File: src/hdl/sstt_pkg.sv
`default_nettype none

package sstt_pkg;

   // field widths
   localparam int SAMPLE_BITS   = 12;
   localparam int CAL_BITS      = 12;
   localparam int SPAN_BITS     = 11;
   localparam int TRIM_BITS     = 11;
   localparam int CH_BITS       = 3;
   localparam int BYTE_BITS     = 8;
   localparam int VALUE_BITS    = 16;
   localparam int SCREEN_BITS   = 2;
   localparam int CSR_IDX_BITS  = 3;
   localparam int CAL_REG_BITS  = 2 * CAL_BITS + 1;
   localparam int SPAN_REG_BITS = 2 * SPAN_BITS;
   localparam int CSR_DATA_BITS = CAL_REG_BITS;
   localparam int NUM_CAL       = 6;
   localparam int NUM_TRIM      = 4;
   localparam int TRIM_IDX_BITS = $clog2(NUM_TRIM);
   localparam int WINDOW_DEPTH  = 3;
   localparam int QUEUE_DEPTH   = 2;

   // datapath widths
   localparam int ADC_FULL   = (1 << SAMPLE_BITS) - 1;
   localparam int ARG_BITS   = (SAMPLE_BITS > CAL_BITS) ? SAMPLE_BITS : CAL_BITS;
   localparam int DIFF_BITS  = ARG_BITS + 1;
   localparam int NUM_BITS   = DIFF_BITS + SPAN_BITS;
   localparam int PROD_BITS  = NUM_BITS + 1;
   localparam int DIV_ITERS  = (NUM_BITS + 1) / 2;
   localparam int QUO_BITS   = 2 * DIV_ITERS;
   localparam int ITER_BITS  = $clog2(DIV_ITERS);
   localparam int RES_BITS   = QUO_BITS + 3;

   // reset values
   localparam logic [CAL_REG_BITS-1:0]  CAL_RESET_REV = 25'h1FF_F000;
   localparam logic [CAL_REG_BITS-1:0]  CAL_RESET_FWD = 25'h0FF_F000;
   localparam logic [SPAN_REG_BITS-1:0] SPAN_RESET    = 22'd4097000;

   // register indexes
   localparam logic [CSR_IDX_BITS-1:0] CSR_CAL_CH0     = 3'd0;
   localparam logic [CSR_IDX_BITS-1:0] CSR_CAL_CH1     = 3'd1;
   localparam logic [CSR_IDX_BITS-1:0] CSR_CAL_CH2     = 3'd2;
   localparam logic [CSR_IDX_BITS-1:0] CSR_CAL_CH3     = 3'd3;
   localparam logic [CSR_IDX_BITS-1:0] CSR_CAL_CH4     = 3'd4;
   localparam logic [CSR_IDX_BITS-1:0] CSR_CAL_CH5     = 3'd5;
   localparam logic [CSR_IDX_BITS-1:0] CSR_OUTPUT_SPAN = 3'd6;

   // channels
   localparam logic [CH_BITS-1:0] CH_POT0     = 3'd0;
   localparam logic [CH_BITS-1:0] CH_POT1     = 3'd1;
   localparam logic [CH_BITS-1:0] CH_THROTTLE = 3'd2;
   localparam logic [CH_BITS-1:0] CH_YAW      = 3'd3;
   localparam logic [CH_BITS-1:0] CH_ROLL     = 3'd4;
   localparam logic [CH_BITS-1:0] CH_PITCH    = 3'd5;
   localparam logic [CH_BITS-1:0] CH_BATTERY  = 3'd6;
   localparam logic [CH_BITS-1:0] CH_UNUSED   = 3'd7;

   // screens
   localparam logic [SCREEN_BITS-1:0] SCREEN_HOME   = 2'd0;
   localparam logic [SCREEN_BITS-1:0] SCREEN_TRIM   = 2'd1;
   localparam logic [SCREEN_BITS-1:0] SCREEN_BRIGHT = 2'd2;

   // opcodes
   localparam logic OP_EVENT  = 1'b0;
   localparam logic OP_SAMPLE = 1'b1;

   // scaling constants
   localparam int TRIM_LIMIT  = 1000;
   localparam int CLAMP_LO    = 1000;
   localparam int CLAMP_HI    = 2000;
   localparam int BATT_SCALE  = 1000;
   localparam int BATT_OFFSET = 1000;

   typedef struct packed {
      logic                   opcode;
      logic [BYTE_BITS-1:0]   event_byte;
      logic [CH_BITS-1:0]     channel;
      logic [SAMPLE_BITS-1:0] sample;
   } req_type;

   typedef struct packed {
      logic [CH_BITS-1:0]     out_channel;
      logic [VALUE_BITS-1:0]  scaled_value;
      logic                   value_valid;
      logic [SCREEN_BITS-1:0] screen_mode;
   } rsp_type;

   typedef logic [NUM_CAL-1:0][CAL_REG_BITS-1:0] cal_bank_type;

   typedef struct packed {
      cal_bank_type             cal;
      logic [SPAN_REG_BITS-1:0] span;
   } cfg_type;

   // one classified transaction waiting for the back end
   typedef struct packed {
      logic                        valid;
      logic                        divide;
      logic [CH_BITS-1:0]          channel;
      logic [SCREEN_BITS-1:0]      screen;
      logic                        num_neg;
      logic [NUM_BITS-1:0]         num_mag;
      logic                        den_neg;
      logic [ARG_BITS-1:0]         den_mag;
      logic [SPAN_BITS-1:0]        omin;
      logic signed [TRIM_BITS-1:0] trim;
   } job_type;

endpackage

`default_nettype wire

File: src/hdl/stick_scaler_with_touch_trim.sv
`default_nettype none

// stick scaler with touch-panel trim. each request transaction carries either one
// touch-panel event byte (opcode 0) or one 12-bit stick adc sample (opcode 1), and
// each gives exactly one response transaction, in order. event bytes slide through
// a four-byte window that switches the screen (home, trim, brightness) and, on the
// trim screen, steps one of four trims saturating at +/-1000. samples on channels
// 0-5 are mapped from the calibrated input range onto the output span (division
// truncates toward zero, reversed channels use the swapped span); channels 2-5 add
// their trim and clamp to 1000..2000, channels 0-1 report the low 16 bits, channel
// 6 gives floor(1000*x/4095)+1000 and channel 7 comes back with value_valid low.
// the front end classifies a transaction and forms the product in the cycle it
// is taken, into a two-entry queue; the back end picks it up in its idle state,
// runs the radix-4 restoring divider (2 quotient bits a cycle) in its divide
// state for a sample that needs one (not an event byte, a channel 7 sample or an
// empty input range), and loads the response in its finish state; it takes no
// new transaction until then, so the divider sets the sustained rate.
// configuration writes take effect on the next edge and are only legal while
// no transaction is in flight.

module stick_scaler_with_touch_trim (
   input  wire logic                                  clock,
   input  wire logic                                  reset,
   // request channel
   input  wire logic                                  req_valid,
   output logic                                       req_ready,
   input  wire sstt_pkg::req_type                     req_data,
   // response channel
   output logic                                       rsp_valid,
   input  wire logic                                  rsp_ready,
   output sstt_pkg::rsp_type                          rsp_data,
   // configuration write port
   input  wire logic                                  csr_write_enable,
   input  wire logic [sstt_pkg::CSR_IDX_BITS-1:0]     csr_index,
   input  wire logic [sstt_pkg::CSR_DATA_BITS-1:0]    csr_wdata
);
   import sstt_pkg::*;

   // calibration and output span registers
   cal_bank_type             cal_ff;
   logic [SPAN_REG_BITS-1:0] span_ff;
   cfg_type                  cfg;

   // front end to queue
   logic    front_valid, front_ready;
   job_type front_job;

   // queue to back end
   logic    back_valid, back_ready;
   job_type back_job;

   assign cfg.cal  = cal_ff;
   assign cfg.span = span_ff;

   // register writes; an index past the last register is dropped
   always_ff @(posedge clock) begin
      if (reset) begin
         cal_ff[0] <= CAL_RESET_REV;
         cal_ff[1] <= CAL_RESET_REV;
         cal_ff[2] <= CAL_RESET_FWD;
         cal_ff[3] <= CAL_RESET_REV;
         cal_ff[4] <= CAL_RESET_FWD;
         cal_ff[5] <= CAL_RESET_REV;
         span_ff   <= SPAN_RESET;
      end else if (csr_write_enable) begin
         case (csr_index)
            CSR_CAL_CH0:     cal_ff[0] <= csr_wdata[CAL_REG_BITS-1:0];
            CSR_CAL_CH1:     cal_ff[1] <= csr_wdata[CAL_REG_BITS-1:0];
            CSR_CAL_CH2:     cal_ff[2] <= csr_wdata[CAL_REG_BITS-1:0];
            CSR_CAL_CH3:     cal_ff[3] <= csr_wdata[CAL_REG_BITS-1:0];
            CSR_CAL_CH4:     cal_ff[4] <= csr_wdata[CAL_REG_BITS-1:0];
            CSR_CAL_CH5:     cal_ff[5] <= csr_wdata[CAL_REG_BITS-1:0];
            CSR_OUTPUT_SPAN: span_ff   <= csr_wdata[SPAN_REG_BITS-1:0];
            default: ;
         endcase
      end
   end

   // front end: event window, screen and trim state, map setup and multiply
   sstt_front u_front (
      .clock     (clock),
      .reset     (reset),
      .req_valid (req_valid),
      .req_ready (req_ready),
      .req_data  (req_data),
      .cfg       (cfg),
      .job_valid (front_valid),
      .job_ready (front_ready),
      .job_data  (front_job)
   );

   // short queue so the front end keeps taking transactions while dividing
   sstt_queue u_queue (
      .clock      (clock),
      .reset      (reset),
      .push_valid (front_valid),
      .push_ready (front_ready),
      .push_data  (front_job),
      .pop_valid  (back_valid),
      .pop_ready  (back_ready),
      .pop_data   (back_job)
   );

   // back end: serial divide, trim, clamp and the response register
   sstt_back u_back (
      .clock     (clock),
      .reset     (reset),
      .job_valid (back_valid),
      .job_ready (back_ready),
      .job_data  (back_job),
      .rsp_valid (rsp_valid),
      .rsp_ready (rsp_ready),
      .rsp_data  (rsp_data)
   );

endmodule

`default_nettype wire

File: src/hdl/sstt_front.sv
`default_nettype none

module sstt_front (
   input  wire logic             clock,
   input  wire logic             reset,
   input  wire logic             req_valid,
   output logic                  req_ready,
   input  wire sstt_pkg::req_type req_data,
   input  wire sstt_pkg::cfg_type cfg,
   output logic                  job_valid,
   input  wire logic             job_ready,
   output sstt_pkg::job_type     job_data
);
   import sstt_pkg::*;

   localparam logic [BYTE_BITS-1:0] EVT_MARK = 8'h65;
   localparam logic signed [TRIM_BITS:0] TRIM_MAX  = (TRIM_BITS+1)'(TRIM_LIMIT);
   localparam logic signed [TRIM_BITS:0] TRIM_MIN  = -TRIM_MAX;
   localparam logic signed [TRIM_BITS:0] STEP_UP   = (TRIM_BITS+1)'(1);
   localparam logic signed [TRIM_BITS:0] STEP_DOWN = -STEP_UP;

   logic [BYTE_BITS-1:0]        window_ff [WINDOW_DEPTH];
   logic [SCREEN_BITS-1:0]      screen_ff, screen_in;
   logic signed [TRIM_BITS-1:0] trim_ff [NUM_TRIM];
   logic signed [TRIM_BITS-1:0] trim_in [NUM_TRIM];
   logic signed [TRIM_BITS:0]   trim_sum [NUM_TRIM];

   logic                     accept;
   logic                     is_event;
   logic                     mark_hit, go_home, go_trim, go_bright;
   logic                     step_en, step_hit, step_up;
   logic [TRIM_IDX_BITS-1:0] step_idx;

   logic [CAL_REG_BITS-1:0]       cal_sel;
   logic [SPAN_BITS-1:0]          o_lo, o_hi, omin_map, omax_map;
   logic signed [DIFF_BITS-1:0]   x_ext, min_ext, max_ext, diff, den;
   logic signed [SPAN_BITS:0]     span_diff;
   logic signed [PROD_BITS-1:0]   prod;
   logic [PROD_BITS-1:0]          prod_mag;
   logic [DIFF_BITS-1:0]          den_abs;
   logic [NUM_BITS-1:0]           batt_num;
   logic signed [TRIM_BITS-1:0]   trim_sel;

   assign accept    = req_valid && job_ready;
   assign req_ready = job_ready;
   assign job_valid = req_valid;
   assign is_event  = (req_data.opcode == OP_EVENT);

   // screen and trim decode over the byte window
   always_comb begin
      mark_hit  = (window_ff[0] == EVT_MARK) && (req_data.event_byte == 8'h00);
      go_home   = mark_hit &&
                  ((window_ff[1] == 8'h01 && window_ff[2] == 8'h06) ||
                   (window_ff[1] == 8'h02 && window_ff[2] == 8'h01));
      go_trim   = mark_hit &&
                  ((window_ff[1] == 8'h00 && window_ff[2] == 8'h02) ||
                   (window_ff[1] == 8'h02 && window_ff[2] == 8'h02));
      go_bright = mark_hit &&
                  ((window_ff[1] == 8'h00 && window_ff[2] == 8'h17) ||
                   (window_ff[1] == 8'h01 && window_ff[2] == 8'h13));
      screen_in = screen_ff;
      if (go_home) begin
         screen_in = SCREEN_HOME;
      end
      if (go_trim) begin
         screen_in = SCREEN_TRIM;
      end
      if (go_bright) begin
         screen_in = SCREEN_BRIGHT;
      end
      step_en = (window_ff[0] == EVT_MARK) && (screen_in == SCREEN_TRIM) &&
                (window_ff[1] == 8'h01);
      step_hit = 1'b1;
      step_up  = 1'b1;
      step_idx = '0;
      case (window_ff[2])
         8'h07: begin step_idx = 2'd0; step_up = 1'b1; end
         8'h08: begin step_idx = 2'd0; step_up = 1'b0; end
         8'h09: begin step_idx = 2'd1; step_up = 1'b1; end
         8'h0A: begin step_idx = 2'd1; step_up = 1'b0; end
         8'h0D: begin step_idx = 2'd2; step_up = 1'b1; end
         8'h0E: begin step_idx = 2'd2; step_up = 1'b0; end
         8'h0B: begin step_idx = 2'd3; step_up = 1'b1; end
         8'h0C: begin step_idx = 2'd3; step_up = 1'b0; end
         default: step_hit = 1'b0;
      endcase
      for (int i = 0; i < NUM_TRIM; i++) begin
         trim_sum[i] = (TRIM_BITS+1)'(trim_ff[i]) + (step_up ? STEP_UP : STEP_DOWN);
         trim_in[i]  = trim_ff[i];
         if (step_en && step_hit && step_idx == TRIM_IDX_BITS'(i) &&
             trim_sum[i] >= TRIM_MIN && trim_sum[i] <= TRIM_MAX) begin
            trim_in[i] = trim_sum[i][TRIM_BITS-1:0];
         end
      end
   end

   // linear map setup: numerator product and signed denominator
   always_comb begin
      case (req_data.channel)
         CH_POT0:     cal_sel = cfg.cal[0];
         CH_POT1:     cal_sel = cfg.cal[1];
         CH_THROTTLE: cal_sel = cfg.cal[2];
         CH_YAW:      cal_sel = cfg.cal[3];
         CH_ROLL:     cal_sel = cfg.cal[4];
         CH_PITCH:    cal_sel = cfg.cal[5];
         default:     cal_sel = cfg.cal[0];
      endcase
      case (req_data.channel)
         CH_THROTTLE: trim_sel = trim_ff[0];
         CH_YAW:      trim_sel = trim_ff[1];
         CH_ROLL:     trim_sel = trim_ff[2];
         CH_PITCH:    trim_sel = trim_ff[3];
         default:     trim_sel = '0;
      endcase
      o_lo     = cfg.span[SPAN_BITS-1:0];
      o_hi     = cfg.span[SPAN_REG_BITS-1:SPAN_BITS];
      omin_map = cal_sel[CAL_REG_BITS-1] ? o_hi : o_lo;
      omax_map = cal_sel[CAL_REG_BITS-1] ? o_lo : o_hi;
      span_diff = $signed({1'b0, omax_map}) - $signed({1'b0, omin_map});
      x_ext    = $signed({1'b0, ARG_BITS'(req_data.sample)});
      min_ext  = $signed({1'b0, ARG_BITS'(cal_sel[CAL_BITS-1:0])});
      max_ext  = $signed({1'b0, ARG_BITS'(cal_sel[2*CAL_BITS-1:CAL_BITS])});
      diff     = x_ext - min_ext;
      den      = max_ext - min_ext;
      prod     = PROD_BITS'(diff) * PROD_BITS'(span_diff);
      prod_mag = prod[PROD_BITS-1] ? -prod : prod;
      den_abs  = den[DIFF_BITS-1] ? -den : den;
      batt_num = NUM_BITS'(req_data.sample) * NUM_BITS'(BATT_SCALE);
   end

   always_comb begin
      job_data.valid   = !is_event && (req_data.channel != CH_UNUSED);
      job_data.channel = is_event ? CH_POT0 : req_data.channel;
      job_data.screen  = is_event ? screen_in : screen_ff;
      job_data.trim    = trim_sel;
      if (req_data.channel == CH_BATTERY) begin
         job_data.num_neg = 1'b0;
         job_data.num_mag = batt_num;
         job_data.den_neg = 1'b0;
         job_data.den_mag = ARG_BITS'(ADC_FULL);
         job_data.omin    = SPAN_BITS'(BATT_OFFSET);
      end else begin
         job_data.num_neg = prod[PROD_BITS-1];
         job_data.num_mag = prod_mag[NUM_BITS-1:0];
         job_data.den_neg = den[DIFF_BITS-1];
         job_data.den_mag = den_abs[ARG_BITS-1:0];
         job_data.omin    = omin_map;
      end
      job_data.divide = job_data.valid && (job_data.den_mag != '0);
   end

   always_ff @(posedge clock) begin
      if (reset) begin
         screen_ff <= SCREEN_HOME;
         for (int i = 0; i < WINDOW_DEPTH; i++) begin
            window_ff[i] <= '0;
         end
         for (int i = 0; i < NUM_TRIM; i++) begin
            trim_ff[i] <= '0;
         end
      end else if (accept && is_event) begin
         screen_ff    <= screen_in;
         window_ff[0] <= window_ff[1];
         window_ff[1] <= window_ff[2];
         window_ff[2] <= req_data.event_byte;
         for (int i = 0; i < NUM_TRIM; i++) begin
            trim_ff[i] <= trim_in[i];
         end
      end
   end

endmodule

`default_nettype wire

File: src/hdl/sstt_queue.sv
`default_nettype none

module sstt_queue (
   input  wire logic              clock,
   input  wire logic              reset,
   input  wire logic              push_valid,
   output logic                   push_ready,
   input  wire sstt_pkg::job_type push_data,
   output logic                   pop_valid,
   input  wire logic              pop_ready,
   output sstt_pkg::job_type      pop_data
);
   import sstt_pkg::*;

   localparam int PTR_BITS   = (QUEUE_DEPTH > 1) ? $clog2(QUEUE_DEPTH) : 1;
   localparam int COUNT_BITS = $clog2(QUEUE_DEPTH + 1);
   localparam logic [PTR_BITS-1:0]   PTR_LAST   = PTR_BITS'(QUEUE_DEPTH - 1);
   localparam logic [COUNT_BITS-1:0] COUNT_FULL = COUNT_BITS'(QUEUE_DEPTH);

   job_type                entry_ff [QUEUE_DEPTH];
   logic [PTR_BITS-1:0]    wr_ptr_ff, wr_ptr_in, rd_ptr_ff, rd_ptr_in;
   logic [COUNT_BITS-1:0]  count_ff, count_in;
   logic                   push, pop;

   assign push_ready = (count_ff != COUNT_FULL);
   assign pop_valid  = (count_ff != '0);
   assign pop_data   = entry_ff[rd_ptr_ff];
   assign push       = push_valid && push_ready;
   assign pop        = pop_valid && pop_ready;

   always_comb begin
      wr_ptr_in = push ? ((wr_ptr_ff == PTR_LAST) ? '0 : wr_ptr_ff + 1'b1) : wr_ptr_ff;
      rd_ptr_in = pop  ? ((rd_ptr_ff == PTR_LAST) ? '0 : rd_ptr_ff + 1'b1) : rd_ptr_ff;
      count_in  = count_ff;
      if (push && !pop) begin
         count_in = count_ff + 1'b1;
      end else if (pop && !push) begin
         count_in = count_ff - 1'b1;
      end
   end

   always_ff @(posedge clock) begin
      if (reset) begin
         wr_ptr_ff <= '0;
         rd_ptr_ff <= '0;
         count_ff  <= '0;
      end else begin
         wr_ptr_ff <= wr_ptr_in;
         rd_ptr_ff <= rd_ptr_in;
         count_ff  <= count_in;
      end
   end

   always_ff @(posedge clock) begin
      if (push) begin
         entry_ff[wr_ptr_ff] <= push_data;
      end
   end

endmodule

`default_nettype wire

File: src/hdl/sstt_back.sv
`default_nettype none

module sstt_back (
   input  wire logic              clock,
   input  wire logic              reset,
   input  wire logic              job_valid,
   output logic                   job_ready,
   input  wire sstt_pkg::job_type job_data,
   output logic                   rsp_valid,
   input  wire logic              rsp_ready,
   output sstt_pkg::rsp_type      rsp_data
);
   import sstt_pkg::*;

   localparam logic [ITER_BITS-1:0] ITER_LAST = ITER_BITS'(DIV_ITERS - 1);
   localparam logic signed [RES_BITS-1:0] RES_LO = RES_BITS'(CLAMP_LO);
   localparam logic signed [RES_BITS-1:0] RES_HI = RES_BITS'(CLAMP_HI);

   typedef enum logic [1:0] {ST_IDLE, ST_DIVIDE, ST_FINISH} state_type;

   state_type              state_ff;
   job_type                job_ff;
   logic [ARG_BITS-1:0]    rem_ff, rem_in;
   logic [QUO_BITS-1:0]    quo_ff, quo_in;
   logic [ITER_BITS-1:0]   iter_ff;
   logic                   rsp_valid_ff;
   rsp_type                rsp_data_ff, rsp_in;

   logic [ARG_BITS:0]           trial_a, trial_b, den_ext;
   logic                        ge_a, ge_b;
   logic [ARG_BITS-1:0]         rem_a;
   logic [QUO_BITS-1:0]         quo_a;
   logic signed [RES_BITS-1:0]  quo_mag, quo_signed, sum;
   logic                        clamp_ch, out_free;

   assign job_ready = (state_ff == ST_IDLE);
   assign rsp_valid = rsp_valid_ff;
   assign rsp_data  = rsp_data_ff;
   assign out_free  = !rsp_valid_ff || rsp_ready;

   // two restoring steps per cycle
   always_comb begin
      den_ext = {1'b0, job_ff.den_mag};
      trial_a = {rem_ff, quo_ff[QUO_BITS-1]};
      ge_a    = (trial_a >= den_ext);
      rem_a   = ge_a ? ARG_BITS'(trial_a - den_ext) : trial_a[ARG_BITS-1:0];
      quo_a   = {quo_ff[QUO_BITS-2:0], ge_a};
      trial_b = {rem_a, quo_a[QUO_BITS-1]};
      ge_b    = (trial_b >= den_ext);
      rem_in  = ge_b ? ARG_BITS'(trial_b - den_ext) : trial_b[ARG_BITS-1:0];
      quo_in  = {quo_a[QUO_BITS-2:0], ge_b};
   end

   // sign fix, offset, trim and clamp
   always_comb begin
      clamp_ch   = job_ff.channel inside {[CH_THROTTLE:CH_PITCH]};
      quo_mag    = $signed(RES_BITS'(quo_ff));
      quo_signed = (job_ff.num_neg ^ job_ff.den_neg) ? -quo_mag : quo_mag;
      sum        = quo_signed + $signed(RES_BITS'(job_ff.omin)) +
                   (clamp_ch ? RES_BITS'(job_ff.trim) : '0);
      if (clamp_ch) begin
         if (sum > RES_HI) begin
            sum = RES_HI;
         end else if (sum < RES_LO) begin
            sum = RES_LO;
         end
      end
      rsp_in.out_channel  = job_ff.channel;
      rsp_in.value_valid  = job_ff.valid;
      rsp_in.screen_mode  = job_ff.screen;
      rsp_in.scaled_value = job_ff.valid ? sum[VALUE_BITS-1:0] : '0;
   end

   always_ff @(posedge clock) begin
      if (reset) begin
         state_ff     <= ST_IDLE;
         rsp_valid_ff <= 1'b0;
      end else begin
         // the finish state reloads the response register itself
         if (rsp_valid_ff && rsp_ready && state_ff != ST_FINISH) begin
            rsp_valid_ff <= 1'b0;
         end
         case (state_ff)
            ST_IDLE: begin
               if (job_valid) begin
                  job_ff   <= job_data;
                  rem_ff   <= '0;
                  quo_ff   <= job_data.divide ? QUO_BITS'(job_data.num_mag) : '0;
                  iter_ff  <= '0;
                  state_ff <= job_data.divide ? ST_DIVIDE : ST_FINISH;
               end
            end
            ST_DIVIDE: begin
               rem_ff  <= rem_in;
               quo_ff  <= quo_in;
               iter_ff <= iter_ff + 1'b1;
               if (iter_ff == ITER_LAST) begin
                  state_ff <= ST_FINISH;
               end
            end
            ST_FINISH: begin
               if (out_free) begin
                  rsp_data_ff  <= rsp_in;
                  rsp_valid_ff <= 1'b1;
                  state_ff     <= ST_IDLE;
               end
            end
            default: state_ff <= ST_IDLE;
         endcase
      end
   end

endmodule

`default_nettype wire
File: config.mk
export PLATFORM = sky130hd
export DESIGN_NAME = stick_scaler_with_touch_trim
export DESIGN_NICKNAME = d
export VERILOG_FILES = /design/src/hdl/sstt_pkg.sv /design/src/hdl/stick_scaler_with_touch_trim.sv /design/src/hdl/sstt_front.sv /design/src/hdl/sstt_queue.sv /design/src/hdl/sstt_back.sv
export SDC_FILE = /design/constraint.sdc
export NUM_CORES = 2
export LEC_CHECK = 0
export ABC_AREA = 1
export BUFFER_PORTS_ARGS = -buffer_cell sky130_fd_sc_hd__buf_4
export CAP_MARGIN = 20
export CORE_ASPECT_RATIO = 0.6
export CORE_MARGIN = 2
export CORE_UTILIZATION = 50
export CTS_CLUSTER_DIAMETER = 80
export DETAILED_ROUTE_END_ITERATION = 6
export HOLD_SLACK_MARGIN = 0.08
export PLACE_DENSITY = 0.76
export SLEW_MARGIN = 10
export SYNTH_ARGS = -nofsm -noshare
export SYNTH_HDL_FRONTEND = slang
export SYNTH_SLANG_ARGS = --single-unit
File: constraint.sdc
create_clock -name clock -period 9 [get_ports clock]
set_clock_uncertainty 0.05 [all_clocks]
set_input_delay 0.45 -clock clock [delete_from_list [all_inputs] [get_ports clock]]
set_output_delay 0.45 -clock clock [all_outputs]
set_load 0.05 [all_outputs]
* After elaboration in Yosys (flattened, before gate mapping)
Memory sizes are Yosys's and may differ from the RTL's. A register that Yosys moved wholly into a read port is not among the register bits.
Index checks and enable logic that the tools add are counted.
** Storage, ports and cells
- Word-level logic and storage cells :: 245
- Memory bits (writable) :: 202
- Memories :: 3
- Register bits :: 285
- Input port bits :: 57
** Operators by class
- Equality and inequality tests :: 41
- $mul :: 2
- Reductions and logical operators :: 67
- Muxes and demuxes :: 61
- Order comparisons :: 14
- Bitwise logic cells :: 10
- $add $sub $neg :: 19
** Memories
- u_queue.entry_ff :: depth 2, bits a word 67, read ports 1, clocked after memory_dff 1, wr ports 1, RTL line sstt_queue.sv:20 : job_type entry_ff [QUEUE_DEPTH];
- u_front.trim_ff :: depth 4, bits a word 11, read ports 4, clocked after memory_dff 0, wr ports 4, RTL line sstt_front.sv:24 : logic signed [TRIM_BITS-1:0] trim_ff [NUM_TRIM];
- u_front.window_ff :: depth 3, bits a word 8, read ports 3, clocked after memory_dff 0, wr ports 3, RTL line sstt_front.sv:22 : logic [BYTE_BITS-1:0] window_ff [WINDOW_DEPTH];
** Operator list (count)
- $pmux W25 S5 :: 1
- $mux W11 :: 10
- $mux W24 :: 3
- $mux W12 :: 5
- $eq A8 B4 Y1 const B :: 7
- $mux W27 :: 2
- $mux W49 :: 1
- $add A11 B12 Y12 :: 4
- $ge A12 B11 Y1 const B :: 4
- $le A12 B11 Y1 const B :: 4
- $mux W16 :: 3
- $pmux W24 S2 :: 1
- $pmux W11 S4 :: 1
- $logic_and A1 B1 Y1 :: 35
- $add A27 B11 Y27 :: 1
- $add A27 B27 Y27 :: 1
- $gt A27 B12 Y1 const B :: 1
- $lt A27 B11 Y1 const B :: 1
- $neg A24 Y27 :: 1
- $ge A13 B12 Y1 :: 2
- $sub A12 B12 Y13 :: 2
- $mul A13 B12 Y25 :: 1
- $mux W8 :: 3
- $neg A24 Y24 :: 1
- 46 further kinds :: 119

* Depth between registers and ports, before layout
An unclocked memory read counts as a cell.
- Depth in word-level cells :: 17
- Depth in mapped cells :: 53

* Hierarchy
From an unflattened synthesis, not the netlist that was laid out.
** Second synthesis, totals
- Cell total of the unflattened synthesis :: 4716
- Area, all modules :: 37528.5 um^2
** Modules (own cells, without submodules)
- sstt_front :: times used 1, cells an instance 2496, area an instance 17505.5 um^2
- sstt_back :: times used 1, cells an instance 1100, area an instance 8481.9 um^2
- stick_scaler_with_touch_trim :: times used 1, cells an instance 875, area an instance 6354.8 um^2
- sstt_queue :: times used 1, cells an instance 245, area an instance 5186.2 um^2

* Least setup slack after synthesis
OpenSTA, ideal clock, no wires.
- Path type :: input port to flip-flop
- Start point :: input req_data[13] (netlist name)
- End point :: memory u_queue.entry_ff[0][52] (netlist name) (data pin)
- Data required time :: 8688 ps
- Path slack :: 506 ps
- Setup time :: 262 ps
- Path buffers :: 4
- Arrival time :: 8182 ps
- Cell stages on the path :: 43
- Cell sequence :: buf_2 -> nand3_2 -> inv_2 -> clkbuf_1 -> buf_1 -> nand2_1 -> nand4_1 -> o21ai_0 -> ha_1 -> inv_1 -> o21bai_1 -> a221oi_1 -> nand2_1 -> nand2_1 -> nand2_1 -> a21oi_1 -> o21bai_1 -> a21oi_1 -> [7 not listed] -> fa_1 -> inv_1 -> fa_1 -> inv_1 -> ha_1 -> a21oi_1 -> o21ai_0 -> a21oi_1 -> nand2_1 -> a21oi_1 -> nand2_1 -> nand2_1 -> clkinv_1 -> buf_2 -> nand2_1 -> a21oi_1 -> o21ai_0 -> nand2_1
** RTL lines
- from (decl) :: RTL line stick_scaler_with_touch_trim.sv:27 : input wire sstt_pkg::req_type req_data,
- to (decl) :: RTL line sstt_queue.sv:20

==> results.sh <==
export IMPL_status="complete, no violations"
export IMPL_slew_violations=0
export IMPL_drive_above_1_share_pct=7.36
export IMPL_core_rowCount=76
export IMPL_dp_hpwl_microns=75200
export IMPL_busiest_layer="met1"
export IMPL_fin_nets=5121
export IMPL_syn_nets=5040
export IMPL_crit_type="in -> reg"
export IMPL_wl_microns=99400
export IMPL_die_area_sq_um=74700
export IMPL_critPathMaxStageDelay_ps=600
export IMPL_dieWidth_microns=351
export IMPL_numCtsBuffers=46
export IMPL_gp_congestion=0.989
export IMPL_synth_seq_cells=488
export IMPL_drc=0
export IMPL_synthFlopType="edfxtp_1"
export IMPL_setup_ws_ps=501
export IMPL_min_path_type="in -> reg"
export IMPL_ys_types=53
export IMPL_viasPerCell=5.51
export IMPL_maxCapViolCount=0
export IMPL_whs_ps=106
export IMPL_overflow=0
export IMPL_syn_inst=4541
export IMPL_antenna_found_initial=1
export IMPL_crit_path_max_fanout=11
export IMPL_min_period_over_period_pct=94.4
export IMPL_max_freq_mhz=118
export IMPL_r2r_start="cal_ff[82]$_SDFFE_PP0P_"
export IMPL_timing_critical_path_mode_cell="nand2_1"
export IMPL_clockRootBuffer="clkbuf_16"
export IMPL_initial_core_util_pct=50.5
export IMPL_drt_iter0_drc=3665
export IMPL_hold_violations=0
export IMPL_firstDrtPassIters=6
export IMPL_use_met1_pct=41.9
export IMPL_worstPathRequired_ps=9280
export IMPL_area_growth_pct=10.4
export IMPL_setup_violations=0
export IMPL_hold_depth=3
export IMPL_htreeDepth=2
export IMPL_die_y_microns=212
export IMPL_cp_end_kind="flop"
export IMPL_slew_headroom_pct=31.9
export IMPL_grt_met3_usage_pct=7.02
export IMPL_pre_cts_slack_ps=-22.2
export IMPL_grtUsageMet2_pct=36.9
export IMPL_post_drt_wl_per_cell_microns=17.6
export IMPL_r2r_cells=36
export IMPL_vias=31059
export IMPL_io_pins=81
export IMPL_ant_nets=0
export IMPL_grt_max_degree=100
export IMPL_ys_seq_area_share_pct=35.4
export IMPL_path_clk_slew_ps=70
export IMPL_fin_util_pct=55.8
export IMPL_syn_area_per_cell_sq_um=7.98
export IMPL_worstSetupStartpointType="input pin"
export IMPL_reg2reg_setup_slack_ps=680
export IMPL_worst_slew_pin_slew_ps=1020
export IMPL_n_fill_cell=6513
export IMPL_cp_arrival_ps=8780
export IMPL_synth_edff_count=306
export IMPL_io_buffers=80
export IMPL_syn_cell_area_sq_um=36200
export IMPL_async_flop_share_pct=0
export IMPL_cts_tree="yes"
export IMPL_core_area_sq_um=71700
export IMPL_worstHoldStart="csr_wdata[16]"
export IMPL_slowest_stage="fa_1"
export IMPL_grt_pass1_vias=28643
export IMPL_cts_buffer_depth=3
export IMPL_grt_usage_pct=26.8
export IMPL_clk_latency_ps=610
export IMPL_reg2reg_to="u_queue.entry_ff[1][55]$_DFFE_PP_"
export IMPL_ys_warn_count=0
export IMPL_antenna_cells=0
export IMPL_period_needed_ps=8500
export IMPL_clock_sinks=488
export IMPL_grt_pass1_wl_microns=158000
export IMPL_holdPathEnd="cal_ff[16]$_SDFFE_PP1P_"
-- sequential cells by signal (all words and copies together) (netlist names), named ones only --
name	flops
u_back.rsp_data	22
u_queue.rd_ptr_ff	1
cal_ff	150
u_back.state_ff	2
u_queue.entry_ff	134
u_back.den_ext	12
u_queue.count_ff	2
u_front.window_ff	24
u_back.iter_ff	4
span_ff	22
u_queue.wr_ptr_ff	1
u_front.screen_ff	2
u_back.rem_ff	12
u_back.rsp_valid	1
u_back.quo_ff	24
u_front.trim_ff	44
u_back.job_ff	30
-- metal layers --
layer  routed length (microns)  vias up
li1                          -    14902
met3                     12300      128
met4                      1790        2
met5                        14        -
met1                     46100    14493
met2                     39100     1534
-- cells by family (layout without fill, tap and decap cells) --
| group | Yosys count | count (layout) | share of synthesized area (%) |
|---|---|---|---|
| buf+inv | 811 | 929 | 8.48 |
| flops | 488 | 488 | 35.4 |
| mux | 9 | 9 | 0.249 |
| xor+xnor | 131 | 131 | 3.17 |
| simple gates | 2102 | 2102 | 24.4 |
| compound gates | 558 | 558 | 8.71 |
| fa+ha+maj | 442 | 442 | 19.6 |
-- layout by cell type (no fill, tap or decap), types with 14 or more instances in the layout --
cell,n
a21oi_1,179
a22oi_1,16
a31oi_1,21
buf_4,153
clkbuf_16,48
dfxtp_1,181
edfxtp_1,306
fa_1,207
ha_1,235
inv_1,667
nand2_1,1026
nand3_1,321
nand4_1,64
nor2_1,534
nor2_2,26
nor3_1,40
o211ai_1,34
o21ai_0,232
o21bai_1,17
o32ai_1,14
or2_2,23
xnor2_1,35
xor2_1,94
-- cell type report --
cell class	instances	area, sq um	area share, %
Clock inverter	31	389	0.973
Inverter	682	2570	6.43
Timing Repair Buffer	162	1270	3.17
Multi-Input combinational cell	3242	20400	51.1
Sequential cell	488	12800	32.1
Clock buffer	54	1260	3.16
Tap cell	975	1220	3.05
-- repair_timing --
item,CTS,global route
resized for setup,0,17
hold buffers,7,0
endpoints found under the hold margin,22,0
setup buffers,0,4
endpoints found under the setup margin,0,38
-- how the worst max path moves through the flow --
stage                 start                                end  depth (start not counted)
2_1_floorplan  req_data[13]  u_queue.entry_ff[0][52]$_DFFE_PP_                         43
3_3_place_gp   req_data[12]  u_queue.entry_ff[0][55]$_DFFE_PP_                         38
3_5_place_dp   req_data[12]  u_queue.entry_ff[0][55]$_DFFE_PP_                         40
4_1_cts        req_data[12]  u_queue.entry_ff[0][55]$_DFFE_PP_                         40
5_1_grt        req_data[12]  u_queue.entry_ff[1][55]$_DFFE_PP_                         45
6_report       req_data[12]  u_queue.entry_ff[1][55]$_DFFE_PP_                         40
-- through the flow --
step	TNS [ps]	area (sq um)	std cells
after floorplan	0	36200	4541
after global placement	0	38100	5537
after detailed placement	-44.4	38100	5537
after CTS	0	39900	5629
after global routing	-27.1	40000	5634
final	0	40000	5634
-- cells in the mapped netlist, drive strengths merged (21+ instances only) --
master | n | share of area, %
xnor2 | 36 | 0.87
o211ai | 34 | 0.70
or2 | 26 | 0.45
o21ai | 237 | 3.3
edfxtp | 306 | 25
nand2 | 1041 | 11
clkbuf | 111 | 1.2
dfxtp | 182 | 10
nor3 | 45 | 0.62
a31oi | 21 | 0.36
xor2 | 95 | 2.3
fa | 207 | 11
nor2 | 565 | 6.0
a21oi | 182 | 2.5
ha | 235 | 8.1
inv | 679 | 7.0
nand4 | 67 | 1.2
nand3 | 329 | 4.7
-- worst max-delay path, delay by kind of cell --
kind | cells | cell delay (ps)
adder cells (fa/ha/maj) | 7 | 3480
AND/OR/NAND/NOR | 14 | 1800
AO/OA/AOI/OAI | 8 | 1390
buffers and inverters | 10 | 1370
XOR/XNOR | 1 | 270
Power is not shown: default switching activity piles up to over one toggle a cycle in this logic, so the estimate is an artifact.
